### config.mk
export PLATFORM = sky130hd
export DESIGN_NAME = hsa_ctrl
export DESIGN_NICKNAME = d
export VERILOG_FILES = /design/src/sv/hsa_pkg.sv /design/src/sv/hsa_ctrl.sv
export SDC_FILE = /design/constraint.sdc
export NUM_CORES = 1
export LEC_CHECK = 0
export ABC_CLOCK_PERIOD_IN_PS = 2600
export BUFFER_PORTS_ARGS = -buffer_cell sky130_fd_sc_hd__buf_2
export CORE_AREA = 2 2 39 41
export DETAILED_ROUTE_END_ITERATION = 6
export DIE_AREA = 0 0 41 43
export GPL_TIMING_DRIVEN = 0
export PLACE_DENSITY_LB_ADDON = 0.05
export SYNTH_ARGS = -nofsm -noshare
export SYNTH_HDL_FRONTEND = slang
export SYNTH_SLANG_ARGS = --single-unit
### constraint.sdc
create_clock -name clk -period 2.6 [get_ports clk]
set_clock_uncertainty 0.05 [all_clocks]
set_input_delay 0 -clock clk [delete_from_list [all_inputs] [get_ports clk]]
set_output_delay 0 -clock clk [all_outputs]
set_load 0.01 [all_outputs]
### src/sv/hsa_pkg.sv
// shared types and constants for the heap sort unit
// no dependencies

package hsa_pkg;

  localparam int DEPTH_DEFAULT = 64;
  localparam int VALUE_W       = 32;

  typedef enum logic [2:0] {
    ST_IDLE,
    ST_START,
    ST_RD_X,
    ST_GET_X,
    ST_CMP_BUILD,
    ST_EX_RD,
    ST_EX_OUT,
    ST_CMP_EXT
  } state_t;

  // commands from the controller to the datapath
  typedef struct packed {
    logic store_in;
    logic start;
    logic rd_x;
    logic get_x;
    logic cmp;
    logic dec_i;
    logic ex_rd;
    logic ex_out;
  } cmd_t;

  // status from the datapath to the controller
  typedef struct packed {
    logic half_zero;
    logic i_one;
    logic sift_done;
    logic n_one;
    logic out_free;
  } sts_t;

endpackage

### src/sv/hsa_ctrl.sv
// controller state machine for the heap sort unit
// depends on hsa_pkg

module hsa_ctrl (
  input  logic          clk,
  input  logic          rst,
  input  logic          in_valid,
  input  logic          last,
  output logic          in_ready,
  input  hsa_pkg::sts_t sts,
  output hsa_pkg::cmd_t cmd
);

  hsa_pkg::state_t state, state_next;

  always_ff @(posedge clk) begin
    if (rst) begin
      state <= hsa_pkg::ST_IDLE;
    end else begin
      state <= state_next;
    end
  end

  always_comb begin
    state_next = state;
    cmd        = '0;
    in_ready   = 1'b0;
    case (state)
      hsa_pkg::ST_IDLE: begin
        in_ready = 1'b1;
        if (in_valid) begin
          cmd.store_in = 1'b1;
          if (last) begin
            state_next = hsa_pkg::ST_START;
          end
        end
      end
      hsa_pkg::ST_START: begin
        cmd.start  = 1'b1;
        state_next = sts.half_zero ? hsa_pkg::ST_EX_RD : hsa_pkg::ST_RD_X;
      end
      hsa_pkg::ST_RD_X: begin
        cmd.rd_x   = 1'b1;
        state_next = hsa_pkg::ST_GET_X;
      end
      hsa_pkg::ST_GET_X: begin
        cmd.get_x  = 1'b1;
        state_next = hsa_pkg::ST_CMP_BUILD;
      end
      hsa_pkg::ST_CMP_BUILD: begin
        cmd.cmp = 1'b1;
        if (sts.sift_done) begin
          cmd.dec_i  = 1'b1;
          state_next = sts.i_one ? hsa_pkg::ST_EX_RD : hsa_pkg::ST_RD_X;
        end
      end
      hsa_pkg::ST_EX_RD: begin
        // hold until the output register is free next cycle
        if (sts.out_free) begin
          cmd.ex_rd  = 1'b1;
          state_next = hsa_pkg::ST_EX_OUT;
        end
      end
      hsa_pkg::ST_EX_OUT: begin
        cmd.ex_out = 1'b1;
        state_next = sts.n_one ? hsa_pkg::ST_IDLE : hsa_pkg::ST_CMP_EXT;
      end
      hsa_pkg::ST_CMP_EXT: begin
        cmd.cmp = 1'b1;
        if (sts.sift_done) begin
          state_next = hsa_pkg::ST_EX_RD;
        end
      end
      default: begin
        state_next = hsa_pkg::ST_IDLE;
      end
    endcase
  end

endmodule

==> impl_metrics.toml, run 1 <==
[die]
core_um2 = 1380
die_area_um2 = 1760
num_rows = 14
die_w_um = 41
fp.dieH_um = 43
start_util_pct = 23.1
pin_count = 18

[yosys]
synth.most_common_cell = "o21ai_0"
yosys_most_used_dff = "dfxtp_1"
yosysTopAreaCell = "dfxtp_1"
async_reset_ff_share_pct = 0
synth-seq-cells = 3
synthCells = 43
ys.warnings.count = 0
synth_top_area_share_pct = 18.8
syn_avg_cell_area_um2 = 7.45
post_synth_num_cell_types = 27
ys_seq_area_share_pct = 18.8
synth-edff-count = 0
synth_commonest_cells = "o21ai_0 (4), buf_2 (3), dfxtp_1 (3), nor2_1 (3), nor2b_1 (3)"
syn_nets = 52
synthTopCellsByArea = "dfxtp_1 (19%), o21ai_0 (6.3%), nor2b_1 (5.9%)"
netlist_area_um2 = 320

[sta]
finalSetupViolations = 0
rsz0062_at_grt = "false"
worst_pin_slew_ps = 298
period_needed_ps = 1430
slew_headroom_pct = 80.1
finalSetupTns_ps = 0
min_period_over_period_pct = 54.9
fmax_mhz = 700
hold_viol = 0
setup_ws_ps = 1170
finalMaxSlewViolations = 0

[power_and_ir_drop]
p_leak_uw = 0.000212
vdd_drop_max_v = 0.000234
finalPower_uw = 287
p_per_area_nw_per_um2 = 621

[clock_tree]
cts_tree = "yes"
numClockSinks = 3
path_clk_slew_ps = 40
clock_path_buffers = 2
cts_buffers = 3
htree_levels = 1
clock_latency_ps = 230
root_buffer = "clkbuf_4"
post-cts-setup-buffer-count = 0

[final_layout]
multi_input_area_um2 = 238
finalNetCount = 75
area_delta_synth_final_pct = 44.1
fill_cells = 161
stdcell_count = 81
largest_register = "state"
layout.area.seq_um2 = 60.1
fin_area_um2 = 462
largest_reg_flops = 3
reg.largest.list = "state: 3 flops"
final_layout_size_suffix_gt1_share_pct = 41.5
n_antenna_cell = 0

[placed_design]
dp.cells = 76
place_hpwl_um = 719
port_buffers = 17
place_congestion = 0.730
dp_slack_ps = 1170
placed_area_um2 = 425

[setup_path]
worstSetupPathType = "register to register"
critPathCaptureType = "register"
cp.arrival_ps = 1540
worst-path-max-fanout = 10
cp.required_ps = 2720
critPathLaunchType = "register"

[drt]
wl_per_cell_um = 11.4
routed_via_density = 4.74
wl_um = 925
drt_iter0_markers = 4
first_pass_iters = 4
vias = 384
drc = 0
drtAntennaViolNets = 0

[global_routing]
grt_pass1_wl_mm = 1.30
groute.usage.overall_pct = 11.2
grt_pass1_vias = 324
grt_max_degree = 11
grt_overflow = 0
antenna_found_initial = 0

[run_status]
status = "completed"

[job]
maxCapViolCount = 0

[hold_path]
hold_path_class = "input pin to register"
[area by class of cell]
type                       count  share of cell area, %
clock buffer                   4                   5.69
buffer                         3                   3.25
timing repair buffer          18                   20.6
sequential                     3                   13.0
multi-input combinational     35                   51.5
tap                           16                   4.34
inverter                       2                   1.63
[through the flow]
step | util [%] | hold WS (ps)
3_5_place_dp | 30.7 | 152
2_1_floorplan | - | 19.1
3_3_place_gp | 30.7 | 159
4_1_cts | 33.4 | 23.3
6_report | 33.4 | 32.8
5_1_grt | 33.4 | 59.1
[path summary, 6_finish.rpt]
path,startpoint,end,slack (ps),cells past startpoint
max reg2reg,state[2],state[0],1170,5
min,sts[2],state[1],30,3
max,state[2],state[0],1170,5
min reg2reg,state[2],state[2],640,2
[placed cells by master, fill, tap and decap left out, types with 2 or more instances in the layout]
cell type	synthesis	routed
nor3_1	2	2
nor3b_1	2	2
and3_1	2	2
nor2_1	3	3
dfxtp_1	3	3
nor2b_1	3	3
o21ai_0	4	4
clkbuf_4	0	3
buf_2	3	20
a21oi_1	2	2
inv_1	2	2
[critical path, stage by stage (launching register included)]
cell	delay, ps
dfxtp_1	340
buf_2	190
nor3b_1	210
o32ai_1	120
or3_1	320
a21oi_1	130
[routing by layer]
layer  vias up  part of all wire [%]  GRT usage (%)
li1        203                     -              -
met1       166                    49           14.0
met2        13                    43           16.3
met3         2                   6.2           1.57
met4         0                   1.5           8.67
met5         -                     0              0
[repair_timing]
action                    in CTS  in global routing
hold buffers                   1                  0
hold endpoints to repair       3                  0
resized for setup              0                  0
[power breakdown]
part / switching (uW) / internal [uW]
combinational: 72.4 / 68.2
sequential: 10.2 / 53.6
clock: 24.6 / 57.5
total: 107 / 179
[logic make-up (layout without fill, tap and decap cells)]
family,count (synthesis),count (layout),share of synthesized area [%]
xor+xnor,1,1,2.73
compound gates,13,13,28.5
flops,3,3,18.8
simple gates,21,21,43.0
buf+inv,5,27,7.03
Power figures use the tool's default switching activity.
==> run 2: changes to the inputs <==
ABC_CLOCK_PERIOD_IN_PS = 1500   (was 2600)
clock period = 1.5 ns   (was 2.6 ns; I/O delays follow)
==> impl_metrics.toml, run 2 (synthesized netlist as in run 1, its figures left out) <==
[run_status]
status = "completed"

[final_layout]
n_antenna_cell = 0
fill_cells = 158
largest_register = "state"
finalNetCount = 75
final_common_cell = "buf_2"
reg.largest.list = "state: 3 flops"
area_delta_synth_final_pct = 48.8
fin_area_um2 = 477
final_cell_mix = "buf_2 (18), clkbuf_4 (4), o21ai_0 (4)"
post-route-util_pct = 34.4
final_layout_size_suffix_gt1_share_pct = 46.2
largest_reg_flops = 3

[drt]
first_pass_iters = 4
wl_um = 917
routed_via_density = 4.79
drtAntennaViolNets = 0
wl_per_cell_um = 11.3
vias = 388
drc = 0
drt_iter0_markers = 4

[setup_path]
critPathLaunchType = "register"
worst-path-max-fanout = 10
critPathCaptureType = "register"
worstSetupPathType = "register to register"
cp.required_ps = 1610
cp.arrival_ps = 1540

[die]
start_util_pct = 23.1
die_w_um = 41
fp.dieH_um = 43
die_area_um2 = 1760
num_rows = 14
core_um2 = 1380
pin_count = 18

[hold_path]
hold_path_class = "input pin to register"

[placed_design]
port_buffers = 17
placed_area_um2 = 425
place_congestion = 0.730
place_hpwl_um = 719

[clock_tree]
clock_path_buffers = 2
cts_tree = "yes"
path_clk_slew_ps = 40
clock_latency_ps = 230
root_buffer = "clkbuf_4"
htree_levels = 1
post-cts-setup-buffer-count = 0
cts_buffers = 3
numClockSinks = 3

[sta]
fmax_mhz = 697
rsz0062_at_grt = "false"
worst_pin_slew_ps = 247
finalSetupTns_ps = 0
finalMaxSlewViolations = 0
finalSetupViolations = 0
period_needed_ps = 1430
min_period_over_period_pct = 95.6
hold_viol = 0
slew_headroom_pct = 83.4

[power_and_ir_drop]
vdd_drop_max_v = 0.000421
p_leak_uw = 0.000213
p_per_area_nw_per_um2 = 1080

[global_routing]
grt_max_degree = 11
groute.usage.overall_pct = 11.2
antenna_found_initial = 0
grt_pass1_vias = 324
grt_overflow = 0
grt_pass1_wl_mm = 1.30

[job]
maxCapViolCount = 0
run 2: routing by layer:
layer	routed length (um)	global-route usage, %
met5	0	0
met3	57	1.57
met1	444	14.0
met2	401	16.3
met4	14	8.67
run 2: worst max-delay path, stage by stage (launching register included):
cell and delay (ps):
dfxtp_1 340, buf_2 190, nor3b_1 210, o32ai_1 120, or3_1 320, a21oi_1 130
run 2: final timing paths:
path | from | to | slack [ps] | cells past startpoint
worst max-delay path | state[2] | state[0] | 70 | 5
worst min-delay path | sts[2] | state[1] | 50 | 3
worst max register to register | state[2] | state[0] | 70 | 5
worst min register to register | state[2] | state[2] | 640 | 2
run 2: area by class of cell:
type / count / area, um^2 / share of cell area [%]
Multi-Input combinational cell: 35 / 246 / 51.7
Timing Repair Buffer: 18 / 95.1 / 19.9
Sequential cell: 3 / 61.3 / 12.9
Clock buffer: 4 / 26.3 / 5.51
Buffer: 3 / 20.0 / 4.20
Tap cell: 16 / 20.0 / 4.20
Inverter: 2 / 7.51 / 1.57
run 2: power by group:
part	leakage (uW)	switching (uW)	internal, uW
Clock	0.0000150	42.7	99.8
Combinational	0.000173	133	127
Sequential	0.0000248	17.5	94.6
run 2: through the flow:
step	instances	power, uW	worst slack (ps)	hold WS (ps)
4_1_cts	81	506	58.8	23.3
2_1_floorplan	43	280	209	19.1
3_5_place_dp	76	355	70.3	152
5_1_grt	81	555	17.1	63.0
3_3_place_gp	76	357	23.0	159
6_report	81	514	66.1	45.2
run 2: timing repair:
item	CTS	global route
resized for setup	0	6
endpoints found under the setup margin	0	2
endpoints found under the hold margin	3	0
hold buffers	1	0
